**src/hdl/assert_macros.svh**
```systemverilog
`ifndef ASSERT_MACROS_SVH
`define ASSERT_MACROS_SVH

// Condition must hold at every clock edge outside reset.
`define ASSERT_ALWAYS(label, cond, msg) \
  label: assert property (@(posedge clk) disable iff (rst) (cond)) else $error(msg);

// When pre holds at an edge, post must hold at the same edge.
`define ASSERT_IMPLIES(label, pre, post, msg) \
  label: assert property (@(posedge clk) disable iff (rst) (pre) |-> (post)) else $error(msg);

`endif

```
**src/hdl/gdnc_pkg.sv**
```systemverilog
package gdnc_pkg;

  // Item kinds carried on tuser
  localparam logic KIND_DATE   = 1'b0;
  localparam logic KIND_NUMBER = 1'b1;

  // Easter month codes
  localparam logic [2:0] EASTER_MARCH = 3'd3;
  localparam logic [2:0] EASTER_APRIL = 3'd4;

  // Pipeline depth of the two sub-blocks
  localparam int J2D_LAT = 5;
  localparam int CAL_LAT = 3;

  localparam int MONTHS_PER_YEAR = 12;

  // Day number range covering years 1 to 9999
  localparam logic [22:0] JDN_MIN = 23'd1721426;
  localparam logic [22:0] JDN_MAX = 23'd5373484;
  localparam logic [13:0] YEAR_MAX = 14'd9999;

  // Day number split: divide by 146097 and by 1461 through reciprocals
  localparam logic [23:0] JDN_BIAS   = 24'd32044;
  localparam logic [17:0] DAYS_400Y  = 18'd146097;
  localparam logic [7:0]  RECIP_400Y = 8'd229;   // floor(2^25 / 146097)
  localparam logic [10:0] DAYS_4Y    = 11'd1461;
  localparam logic [7:0]  RECIP_4Y   = 8'd179;   // floor(2^18 / 1461)
  localparam logic [14:0] YEAR_BIAS  = 15'd4800;

  // Year splits: exact for every year up to 9999 (by 19 below 14563)
  localparam logic [13:0] RECIP_19  = 14'd13798; // ceil(2^18 / 19)
  localparam logic [12:0] RECIP_100 = 13'd5243;  // ceil(2^19 / 100)

  // 1200 - 48 + 12 - 32045, folded into one subtraction
  localparam logic [22:0] JDN_DATE_BIAS = 23'd30881;

  typedef logic [15:0][8:0]   day_tab_t;
  typedef logic [31:0][4:0]   h19_tab_t;
  typedef logic [127:0][6:0]  seven_tab_t;
  typedef logic [127:0][2:0]  mod7_tab_t;

  // Word as it travels down the pipeline
  typedef struct packed {
    logic        kind;
    logic        ok;
    logic        feb29;
    logic [13:0] year;
    logic [3:0]  month;
    logic [4:0]  day;
    logic [22:0] jdn;
  } gdnc_item_t;

  // Finished result ahead of the output register
  typedef struct packed {
    logic        ok;
    logic [22:0] jdn;
    logic [4:0]  day;
    logic [3:0]  month;
    logic [13:0] year;
    logic        leap;
    logic [2:0]  easter_month;
    logic [4:0]  easter_day;
  } gdnc_result_t;

  // Days from March 1 to the start of month index k (March = 0)
  function automatic day_tab_t build_days_before();
    day_tab_t tab;
    tab = '0;
    for (int k = 0; k < MONTHS_PER_YEAR; k++) begin
      tab[k] = 9'((153 * k + 2) / 5);
    end
    return tab;
  endfunction

  // (19 * a) mod 30, golden number term of the epact
  function automatic h19_tab_t build_h19();
    h19_tab_t tab;
    for (int a = 0; a < 32; a++) begin
      tab[a] = 5'((19 * a) % 30);
    end
    return tab;
  endfunction

  // Century part of the epact: b - b/4 - (b - (b+8)/25 + 1)/3 + 15
  function automatic seven_tab_t build_century();
    seven_tab_t tab;
    int f;
    int g;
    for (int b = 0; b < 128; b++) begin
      f = (b + 8) / 25;
      g = (b - f + 1) / 3;
      tab[b] = 7'(b - b / 4 - g + 15);
    end
    return tab;
  endfunction

  // Year-in-century part of the weekday term: 2*(c/4) - c%4, offset by 3
  function automatic seven_tab_t build_yic();
    seven_tab_t tab;
    for (int c = 0; c < 128; c++) begin
      tab[c] = 7'(2 * (c / 4) - c % 4 + 3);
    end
    return tab;
  endfunction

  function automatic mod7_tab_t build_mod7();
    mod7_tab_t tab;
    for (int i = 0; i < 128; i++) begin
      tab[i] = 3'(i % 7);
    end
    return tab;
  endfunction

  localparam day_tab_t   DAYS_BEFORE = build_days_before();
  localparam h19_tab_t   H19_TAB     = build_h19();
  localparam seven_tab_t CENT_TAB    = build_century();
  localparam seven_tab_t YIC_TAB     = build_yic();
  localparam mod7_tab_t  MOD7_TAB    = build_mod7();

  // Longest day allowed per month code, February taken as 29
  function automatic logic [4:0] max_days(input logic [3:0] month);
    logic [4:0] len;
    case (month)
      4'd1, 4'd3, 4'd5, 4'd7, 4'd8, 4'd10, 4'd12: len = 5'd31;
      4'd4, 4'd6, 4'd9, 4'd11:                     len = 5'd30;
      4'd2:                                        len = 5'd29;
      default:                                     len = 5'd0;
    endcase
    return len;
  endfunction

endpackage

```
**src/hdl/gdnc_jdn_split.sv**
```systemverilog
// Day number to calendar date, five stages.
// Date words pass through untouched.
module gdnc_jdn_split import gdnc_pkg::*; (
  input  logic       clk,
  input  logic       advance,
  input  gdnc_item_t item_in,
  output gdnc_item_t item_out
);

  gdnc_item_t  s1_item, s2_item, s3_item, s4_item;
  logic [25:0] s1_x0;
  logic [7:0]  s1_q0;
  logic [7:0]  s2_b, s3_b, s4_b;
  logic [17:0] s2_r1, s3_x1;
  logic [6:0]  s3_q1, s4_dd;
  logic [10:0] s4_r2;

  logic [23:0] a_sum;
  logic [25:0] x0;
  logic [33:0] prod0;
  logic [25:0] back0, rem0;
  logic        ge0;
  logic [17:0] x1;
  logic [25:0] prod1;
  logic [17:0] back1, rem1;
  logic        ge1;
  logic [11:0] rem1_fix;
  logic [11:0] e_sum, e_off;
  logic [8:0]  doy;
  logic [3:0]  mm;
  logic [8:0]  dom;
  logic [14:0] yr;
  logic        next_year;
  gdnc_item_t  date_item;

  // Stage 1: 4*(j + 32044) + 3, estimate of the 400-year cycle count
  always_comb begin
    a_sum = {1'b0, item_in.jdn} + JDN_BIAS;
    x0    = {a_sum, 2'b11};
    prod0 = {8'd0, x0} * {26'd0, RECIP_400Y};
  end

  always_ff @(posedge clk) begin
    if (advance) begin
      s1_item <= item_in;
      s1_x0   <= x0;
      s1_q0   <= prod0[32:25];
    end
  end

  // Stage 2: the estimate is low by at most one, correct it
  always_comb begin
    back0 = {18'd0, s1_q0} * {8'd0, DAYS_400Y};
    rem0  = s1_x0 - back0;
    ge0   = rem0 >= {8'd0, DAYS_400Y};
  end

  always_ff @(posedge clk) begin
    if (advance) begin
      s2_item <= s1_item;
      s2_b    <= ge0 ? s1_q0 + 8'd1 : s1_q0;
      s2_r1   <= ge0 ? rem0[17:0] - DAYS_400Y : rem0[17:0];
    end
  end

  // Stage 3: 4*c + 3 falls out of the remainder; estimate the 4-year count
  always_comb begin
    x1    = s2_r1 + {16'd0, s2_b[1:0]};
    prod1 = {8'd0, x1} * {18'd0, RECIP_4Y};
  end

  always_ff @(posedge clk) begin
    if (advance) begin
      s3_item <= s2_item;
      s3_b    <= s2_b;
      s3_x1   <= x1;
      s3_q1   <= prod1[24:18];
    end
  end

  // Stage 4: correct the 4-year count
  always_comb begin
    back1    = {11'd0, s3_q1} * {7'd0, DAYS_4Y};
    rem1     = s3_x1 - back1;
    ge1      = rem1 >= {7'd0, DAYS_4Y};
    rem1_fix = ge1 ? rem1[11:0] - {1'b0, DAYS_4Y} : rem1[11:0];
  end

  always_ff @(posedge clk) begin
    if (advance) begin
      s4_item <= s3_item;
      s4_b    <= s3_b;
      s4_dd   <= ge1 ? s3_q1 + 7'd1 : s3_q1;
      s4_r2   <= rem1_fix[10:0];
    end
  end

  // Stage 5: day of the March-based year, then month, day and year
  always_comb begin
    e_sum = {1'b0, s4_r2} + {10'd0, s4_dd[1:0]};
    e_off = e_sum - 12'd3;
    doy   = e_off[10:2];
    mm    = '0;
    for (int k = 1; k < MONTHS_PER_YEAR; k++) begin
      if (DAYS_BEFORE[k] <= doy) mm = 4'(k);
    end
    dom       = doy - DAYS_BEFORE[mm] + 9'd1;
    next_year = mm >= 4'd10;
    yr        = {7'd0, s4_b} * 15'd100 + {8'd0, s4_dd} + {14'd0, next_year} - YEAR_BIAS;

    date_item = s4_item;
    if (s4_item.kind == KIND_NUMBER) begin
      date_item.day   = dom[4:0];
      date_item.month = next_year ? mm - 4'd9 : mm + 4'd3;
      date_item.year  = yr[13:0];
    end
  end

  always_ff @(posedge clk) begin
    if (advance) begin
      item_out <= date_item;
    end
  end

endmodule

```
**src/hdl/gdnc_calendar.sv**
```systemverilog
// Year properties, day number of a date, and Gregorian Easter, three stages.
module gdnc_calendar import gdnc_pkg::*; (
  input  logic         clk,
  input  logic         advance,
  input  gdnc_item_t   item_in,
  output gdnc_result_t res_out
);

  gdnc_item_t  e1_item, e2_item;
  logic [9:0]  e1_q19;
  logic [7:0]  e1_q100;
  logic        e1_a0;
  logic [22:0] e1_p;
  logic [4:0]  e2_a19, e2_h;
  logic [6:0]  e2_t;
  logic        e2_leap;

  logic [27:0] prod19;
  logic [26:0] prod100;
  logic        a0;
  logic [13:0] yp;
  logic [3:0]  mm0;
  logic [14:0] yy;
  logic [22:0] yy365, p;

  logic [13:0] a19w, cw;
  logic [4:0]  a19;
  logic [6:0]  cent, yic;
  logic        leap;
  logic [6:0]  hs, t;
  logic [4:0]  h;
  logic [6:0]  bp;
  logic [22:0] jdn0;
  gdnc_item_t  mid_item;

  logic [2:0]  l;
  logic [8:0]  msum;
  logic        mflag;
  logic [7:0]  s, ed_w;
  logic        april;

  // Stage 1: split the year by 19 and 100; bulk of the date day number
  always_comb begin
    prod19  = {14'd0, item_in.year} * {14'd0, RECIP_19};
    prod100 = {13'd0, item_in.year} * {14'd0, RECIP_100};
    a0      = item_in.month < 4'd3;
    yp      = item_in.year - {13'd0, a0};
    mm0     = a0 ? item_in.month + 4'd9 : item_in.month - 4'd3;
    yy      = {1'b0, yp} + YEAR_BIAS;
    yy365   = {8'd0, yy} * 23'd365;
    p       = yy365 + {11'd0, yp[13:2]} + {18'd0, item_in.day} + {14'd0, DAYS_BEFORE[mm0]};
  end

  always_ff @(posedge clk) begin
    if (advance) begin
      e1_item <= item_in;
      e1_q19  <= prod19[27:18];
      e1_q100 <= prod100[26:19];
      e1_a0   <= a0;
      e1_p    <= p;
    end
  end

  // Stage 2: remainders, leap year, epact, century terms of the day number
  always_comb begin
    a19w = e1_item.year - {4'd0, e1_q19} * 14'd19;
    a19  = a19w[4:0];
    cw   = e1_item.year - {6'd0, e1_q100} * 14'd100;
    cent = CENT_TAB[e1_q100[6:0]];
    yic  = YIC_TAB[cw[6:0]];
    leap = (cw[6:0] == 7'd0) ? (e1_q100[1:0] == 2'b00) : (e1_item.year[1:0] == 2'b00);

    // epact mod 30 from a sum below 90
    hs = {2'b00, H19_TAB[a19]} + cent;
    if (hs >= 7'd60) begin
      h = 5'(hs - 7'd60);
    end else if (hs >= 7'd30) begin
      h = 5'(hs - 7'd30);
    end else begin
      h = hs[4:0];
    end
    t = 7'd29 + {4'd0, e1_q100[1:0], 1'b0} + yic - {2'd0, h};

    // January and February count with the previous year's century
    bp   = (e1_a0 && cw[6:0] == 7'd0) ? e1_q100[6:0] - 7'd1 : e1_q100[6:0];
    jdn0 = e1_p - {16'd0, bp} + {18'd0, bp[6:2]} - JDN_DATE_BIAS;

    mid_item = e1_item;
    if (e1_item.kind == KIND_DATE) begin
      mid_item.jdn = jdn0;
      if (e1_item.feb29 && !leap) mid_item.ok = 1'b0;
    end
  end

  always_ff @(posedge clk) begin
    if (advance) begin
      e2_item <= mid_item;
      e2_a19  <= a19;
      e2_h    <= h;
      e2_t    <= t;
      e2_leap <= leap;
    end
  end

  // Stage 3: Sunday offset and the Easter date
  always_comb begin
    l     = MOD7_TAB[e2_t];
    msum  = {4'd0, e2_a19} + {4'd0, e2_h} * 9'd11 + {6'd0, l} * 9'd22;
    mflag = msum >= 9'd451;
    s     = 8'd114 + {3'd0, e2_h} + {5'd0, l} - (mflag ? 8'd7 : 8'd0);
    april = s >= 8'd124;
    ed_w  = s - (april ? 8'd123 : 8'd92);
  end

  always_ff @(posedge clk) begin
    if (advance) begin
      res_out.ok           <= e2_item.ok;
      res_out.jdn          <= e2_item.jdn;
      res_out.day          <= e2_item.day;
      res_out.month        <= e2_item.month;
      res_out.year         <= e2_item.year;
      res_out.leap         <= e2_leap;
      res_out.easter_month <= april ? EASTER_APRIL : EASTER_MARCH;
      res_out.easter_day   <= ed_w[4:0];
    end
  end

endmodule

```
**src/hdl/gregorian_day_number_convert_unit.sv**
```systemverilog
// Throughput: one word per cycle; every stage holds together only while a result waits.
// Ten register stages: the input register, five splitting the day number (two
// reciprocal-multiply-and-correct steps, then the month), three year and Easter stages,
// and the output register. Reset (rst, synchronous, active high) clears the stage valid
// flags and holds s_tready low; data is not reset.
`include "assert_macros.svh"

module gregorian_day_number_convert_unit import gdnc_pkg::*; (
  input  logic        clk,
  input  logic        rst,
  input  logic        s_tvalid,
  output logic        s_tready,
  input  logic [47:0] s_tdata,  // in_year[13:0], in_month[17:14], in_day[22:18],
                                // in_day_number[45:23], zero[47:46]
  input  logic        s_tuser,  // kind
  output logic        m_tvalid,
  input  logic        m_tready,
  output logic [63:0] m_tdata,  // day_number[22:0], out_day[27:23], out_month[31:28],
                                // out_year[45:32], weekday_index[48:46], leap_year[49],
                                // easter_month[52:50], easter_day[57:53], zero[63:58]
  output logic        m_tuser   // valid_res
);

  localparam int PIPE_DEPTH = 1 + J2D_LAT + CAL_LAT;

  logic                  advance;
  logic [PIPE_DEPTH-1:0] pipe_vld;
  gdnc_item_t            in_item, s0_item, split_item;
  gdnc_result_t          cal_res, out_res;
  logic                  out_vld;
  logic [2:0]            out_wday;
  logic                  date_ok, num_ok;

  logic [5:0]  wk_sum;
  logic [3:0]  wk_fold;
  logic [3:0]  wk_mod;
  logic [23:0] wk_src;
  logic [2:0]  wday;

  // Whole pipeline moves unless the output word is held
  assign advance  = !out_vld || m_tready;
  assign s_tready = advance && !rst;
  assign m_tvalid = out_vld;

  // Unpack and range-check the incoming word
  always_comb begin
    in_item.kind  = s_tuser;
    in_item.year  = s_tdata[13:0];
    in_item.month = s_tdata[17:14];
    in_item.day   = s_tdata[22:18];
    in_item.jdn   = s_tdata[45:23];
    date_ok = (in_item.year != 14'd0) && (in_item.year <= YEAR_MAX) &&
              (in_item.day != 5'd0) && (in_item.day <= max_days(in_item.month));
    num_ok  = (in_item.jdn >= JDN_MIN) && (in_item.jdn <= JDN_MAX);
    in_item.ok    = (in_item.kind == KIND_NUMBER) ? num_ok : date_ok;
    in_item.feb29 = (in_item.month == 4'd2) && (in_item.day == 5'd29);
  end

  always_ff @(posedge clk) begin
    if (advance) begin
      s0_item <= in_item;
    end
  end

  // Valid flags follow the data stages
  always_ff @(posedge clk) begin
    if (rst) begin
      pipe_vld <= '0;
      out_vld  <= 1'b0;
    end else if (advance) begin
      pipe_vld <= {pipe_vld[PIPE_DEPTH-2:0], s_tvalid};
      out_vld  <= pipe_vld[PIPE_DEPTH-1];
    end
  end

  gdnc_jdn_split u_split (
    .clk      (clk),
    .advance  (advance),
    .item_in  (s0_item),
    .item_out (split_item)
  );

  gdnc_calendar u_cal (
    .clk     (clk),
    .advance (advance),
    .item_in (split_item),
    .res_out (cal_res)
  );

  // Weekday: 8 == 1 mod 7, so fold 3-bit digits
  always_comb begin
    wk_src = {1'b0, cal_res.jdn};
    wk_sum = '0;
    for (int k = 0; k < 8; k++) begin
      wk_sum = wk_sum + {3'd0, wk_src[3*k +: 3]};
    end
    wk_fold = {1'b0, wk_sum[5:3]} + {1'b0, wk_sum[2:0]};
    wk_mod  = {1'b0, wk_fold[2:0]} + {3'd0, wk_fold[3]};
    wday    = (wk_mod >= 4'd7) ? 3'(wk_mod - 4'd7) : wk_mod[2:0];
  end

  // Output register, zeroed for a rejected word
  always_ff @(posedge clk) begin
    if (advance) begin
      if (cal_res.ok) begin
        out_res  <= cal_res;
        out_wday <= wday;
      end else begin
        out_res  <= '0;
        out_wday <= 3'd0;
      end
    end
  end

  assign m_tuser = out_res.ok;
  assign m_tdata = {6'd0, out_res.easter_day, out_res.easter_month, out_res.leap, out_wday,
                    out_res.year, out_res.month, out_res.day, out_res.jdn};

  `ASSERT_IMPLIES(a_reject_zero, m_tvalid && !m_tuser, m_tdata == 64'd0, "rejected word not zero")
  `ASSERT_IMPLIES(a_date_range, m_tvalid && m_tuser, out_res.month >= 4'd1 && out_res.month <= 4'd12 && out_res.day != 5'd0, "date out of range")
  `ASSERT_IMPLIES(a_easter_wday, m_tvalid && m_tuser, (out_res.easter_month == EASTER_MARCH || out_res.easter_month == EASTER_APRIL) && out_wday <= 3'd6, "easter month or weekday bad")
  `ASSERT_IMPLIES(a_leap_div4, m_tvalid && m_tuser && out_res.leap, out_res.year[1:0] == 2'b00, "leap year not divisible by 4")

endmodule

```
**config.mk**
```make
export PLATFORM = sky130hd
export DESIGN_NAME = gregorian_day_number_convert_unit
export DESIGN_NICKNAME = d
export VERILOG_FILES = /design/src/hdl/gdnc_pkg.sv /design/src/hdl/gdnc_jdn_split.sv /design/src/hdl/gdnc_calendar.sv /design/src/hdl/gregorian_day_number_convert_unit.sv
export VERILOG_INCLUDE_DIRS = /design/src /design/src/hdl
export SDC_FILE = /design/constraint.sdc
export NUM_CORES = 2
export LEC_CHECK = 0
export BUFFER_PORTS_ARGS = -buffer_cell sky130_fd_sc_hd__buf_2
export CAP_MARGIN = 40
export CORE_ASPECT_RATIO = 1.1
export CORE_MARGIN = 4
export CORE_UTILIZATION = 60
export CTS_CLUSTER_DIAMETER = 200
export DETAILED_ROUTE_END_ITERATION = 10
export PLACE_DENSITY = 0.78
export SETUP_SLACK_MARGIN = 0.4
export SLEW_MARGIN = 20
export SYNTH_ARGS = -nofsm -noshare
export SYNTH_HDL_FRONTEND = slang
export SYNTH_SLANG_ARGS = --single-unit
```
**constraint.sdc**
```tcl
create_clock -name clk -period 26.4 [get_ports clk]
set_clock_uncertainty 0.05 [all_clocks]
set_input_delay 3.96 -clock clk [delete_from_list [all_inputs] [get_ports clk]]
set_output_delay 3.96 -clock clk [all_outputs]
set_load 0.01 [all_outputs]
```
==> summary.md <==
| Metric | Value |
|---|---|
| Post-synth cell types | `91` |
| Die height | `317 µm` |
| Final period demand of the worst path | `9.24 ns` |
| Peak fanout along the critical path | `10` |
| Syn Area/Cell | `roughly 12 µm²` |
| CTS tree | `built` |
| Fin nets | `5784` |
| CTS Hold Bufs | `0` |
| CP max stage cell | `xnor2_1` |
| Outcome | `complete, no violations` |
| IO Port Bufs | `roughly 110` |
| Share of flip-flops with an asynchronous set or reset | `0` |
| GRT Total Usage | `0.225` |
| Hold Path Class | `flip-flop to flip-flop` |
| Number of global-route vias before repair | `32900` |
| Sink Count | `692` |
| CP Launch Type | `flip-flop` |
| Post-synthesis sequential area ratio | `0.395` |
| Critical path type | `flip-flop to flip-flop` |
| DRC | `0` |
| Core area | `roughly 86000 µm²` |
| Worst-Skew Late Latency | `0.64 ns` |
| FF+latch count, synth | `692` |
| Least-Margin Pin Slew | `0.966 ns` |
| Std-Cell Rows | `113` |
| Final period utilization | `0.350` |
| Final setup vio count | `0` |
| Synth-to-Final Area Change | `9.00%` |
| DR WL/cell | `around 17 µm` |
| Required @ worst endpoint | `about 27 ns` |
| # IOs | `120` |
| Antenna-violating nets left | `0` |
| Arrival @ worst endpoint | `between 9 and 10 ns` |
| Largest stage delay, worst path | `between 0.6 and 0.7 ns` |
| Warnings, synthesis | `0` |
| Most frequent cells in the layout | `inv_1, ha_1, edfxtp_1` |
| Filler Cell Count | `around 6300` |
| Die ar. | `91600 µm²` |
| Slew Viols, Final | `0` |
| CP most frequent cell | `inv_1` |
| Setup tns final | `0 ns` |
| Fmax | `0.108 GHz` |
| Initial DRC count | `2090` |
| CTS buffer count | `between 70 and 80` |
| CTS H-tree depth | `3` |
| Ratio of cells with drive above 1 in the final layout | `0.0723` |
| Mapped Cells | `4423` |
| Mapped cell area | `52100 µm²` |
| WL final | `100 mm` |
| CP endpoint kind | `flip-flop` |
| Initial antenna violation count | `1` |
| Die Width | `289 µm` |
| Area share of the largest cell type after synthesis | `0.387` |
| Worst hold slack | `0.355 ns` |
| Leading area contributor after synthesis | `edfxtp_1` |
| Number of max-cap violations | `0` |
| Cell family with most CP delay | `adder cells` |
| Detailed placer's ending HPWL | `78.1 mm` |
| Clock Pin Slew Worst Setup and Hold Paths | `0.06 ns` |
| Vias | `31800` |
| Resized Gates After CTS | `0` |
| Top_reg_cell synth | `edfxtp_1` |
| GP Congestion | `0.959` |
| Maximum clock path buffer count | `3` |
| Pin count of the biggest net entering global routing | `181` |
| Final design utilization | `0.659` |
| GR Overflow Total | `0` |
| Setup Buffers After CTS | `0` |
| Routed vias/inst | `5.47` |
| Commonest non-fill, non-tap cell in the layout | `inv_1` |
| Starting Density | `0.604` |
| Bufs and invs on worst path | `6` |
| Number of enable flip-flop cells after synthesis | `672` |
| Final Hold Viols | `0` |
| CTS Root Cell | `clkbuf_16` |
| Pre-Repair DR Iteration Count | `5` |
| Unrepaired setup endpoints after global routing | `false` |
| Max-slew headroom | `0.356` |
| Largest cells by area after synthesis | `edfxtp_1, ha_1, fa_1` |
| First-pass GRT wire length | `165 mm` |
flip-flops by register name, indices dropped and copies added (netlist names), 26 cells and up:
register,count
u_cal.e1_item,49
u_split.date_item,26
u_split.item_out,49
u_split.s1_item,49
s0_item,49
u_split.s2_item,49
u_cal.e2_item,47
u_cal.res_out,55
m_tdata,54
u_split.s3_item,49
cell families (layout without fill, tap and decap cells):
group                    after synthesis  count (layout)  share of synthesized area
flip-flops                           692             692                      0.395
multiplexers                          49              49                     0.0100
AND/OR/NAND/NOR                      754             754                     0.0726
adder cells (fa/ha/maj)             1128            1128                      0.332
other                                  1               7                  0.0000720
AO/OA/AOI/OAI                        597             597                     0.0756
buffers and inverters                928            1162                     0.0678
XOR/XNOR                             274             274                     0.0466
cells in the mapped netlist, types with 21 or more instances:
| cell | instances |
|---|---|
| inv_1 | 864 |
| ha_1 | 701 |
| edfxtp_1 | 672 |
| fa_1 | 427 |
| xnor2_1 | 201 |
| nor2_1 | 188 |
| nand2_1 | 179 |
| a21oi_1 | 152 |
| o21ai_0 | 126 |
| and2_1 | 71 |
| xor2_1 | 71 |
| nor3_1 | 70 |
| nand3_1 | 50 |
| a21o_1 | 47 |
| clkbuf_1 | 42 |
| nor2b_1 | 34 |
| nand2b_1 | 29 |
| o21a_1 | 26 |
| mux2i_1 | 25 |
| a211oi_1 | 23 |
| mux2_2 | 22 |
| and3_1 | 21 |
| o21bai_1 | 21 |
stage by stage:
step                      worst slack, ns  instances  instance area, µm²
final                               17.16       5813               56800
after global placement              17.41       5654               54100
after detailed placement            17.24       5668               54200
after floorplan                      2.04       4428               52100
after global routing                16.49       5812               56800
after CTS                           17.19       5803               56700
path summary, 6_finish.rpt:
kind                            depth (start not counted)  slack (ns)                 to              start
worst max-delay path                                   34       17.16         u_cal.l[1]    u_cal.e1_q19[0]
worst min-delay path                                    0        0.35  u_cal.res_out[55]  u_cal.e2_item[47]
worst max register to register                         34       17.16         u_cal.l[1]    u_cal.e1_q19[0]
worst min register to register                          0        0.35  u_cal.res_out[55]  u_cal.e2_item[47]
per-layer routing:
metal,GRT usage,wire length [µm],vias up
li1,-,-,15400
met1,0.285,41800,15600
met2,0.397,50700,632
met3,0.0305,3970,202
met4,0.0846,3720,0
met5,0,0,-
final cells by class:
class                           instances  area, µm²  share of cell area
Multi-Input combinational cell       2808      28000               0.493
Sequential cell                       692      20600               0.362
Inverter                              865       3250              0.0573
Clock buffer                           86       1950              0.0343
Tap cell                             1150       1440              0.0253
Timing Repair Buffer                  162       1020              0.0180
Clock inverter                         49        533             0.00938
Antenna cell                            1       2.50           0.0000441
Power is left out: the tool's default activity adds up to more than one toggle a clock period on the data nets, which glitch-free logic cannot reach.
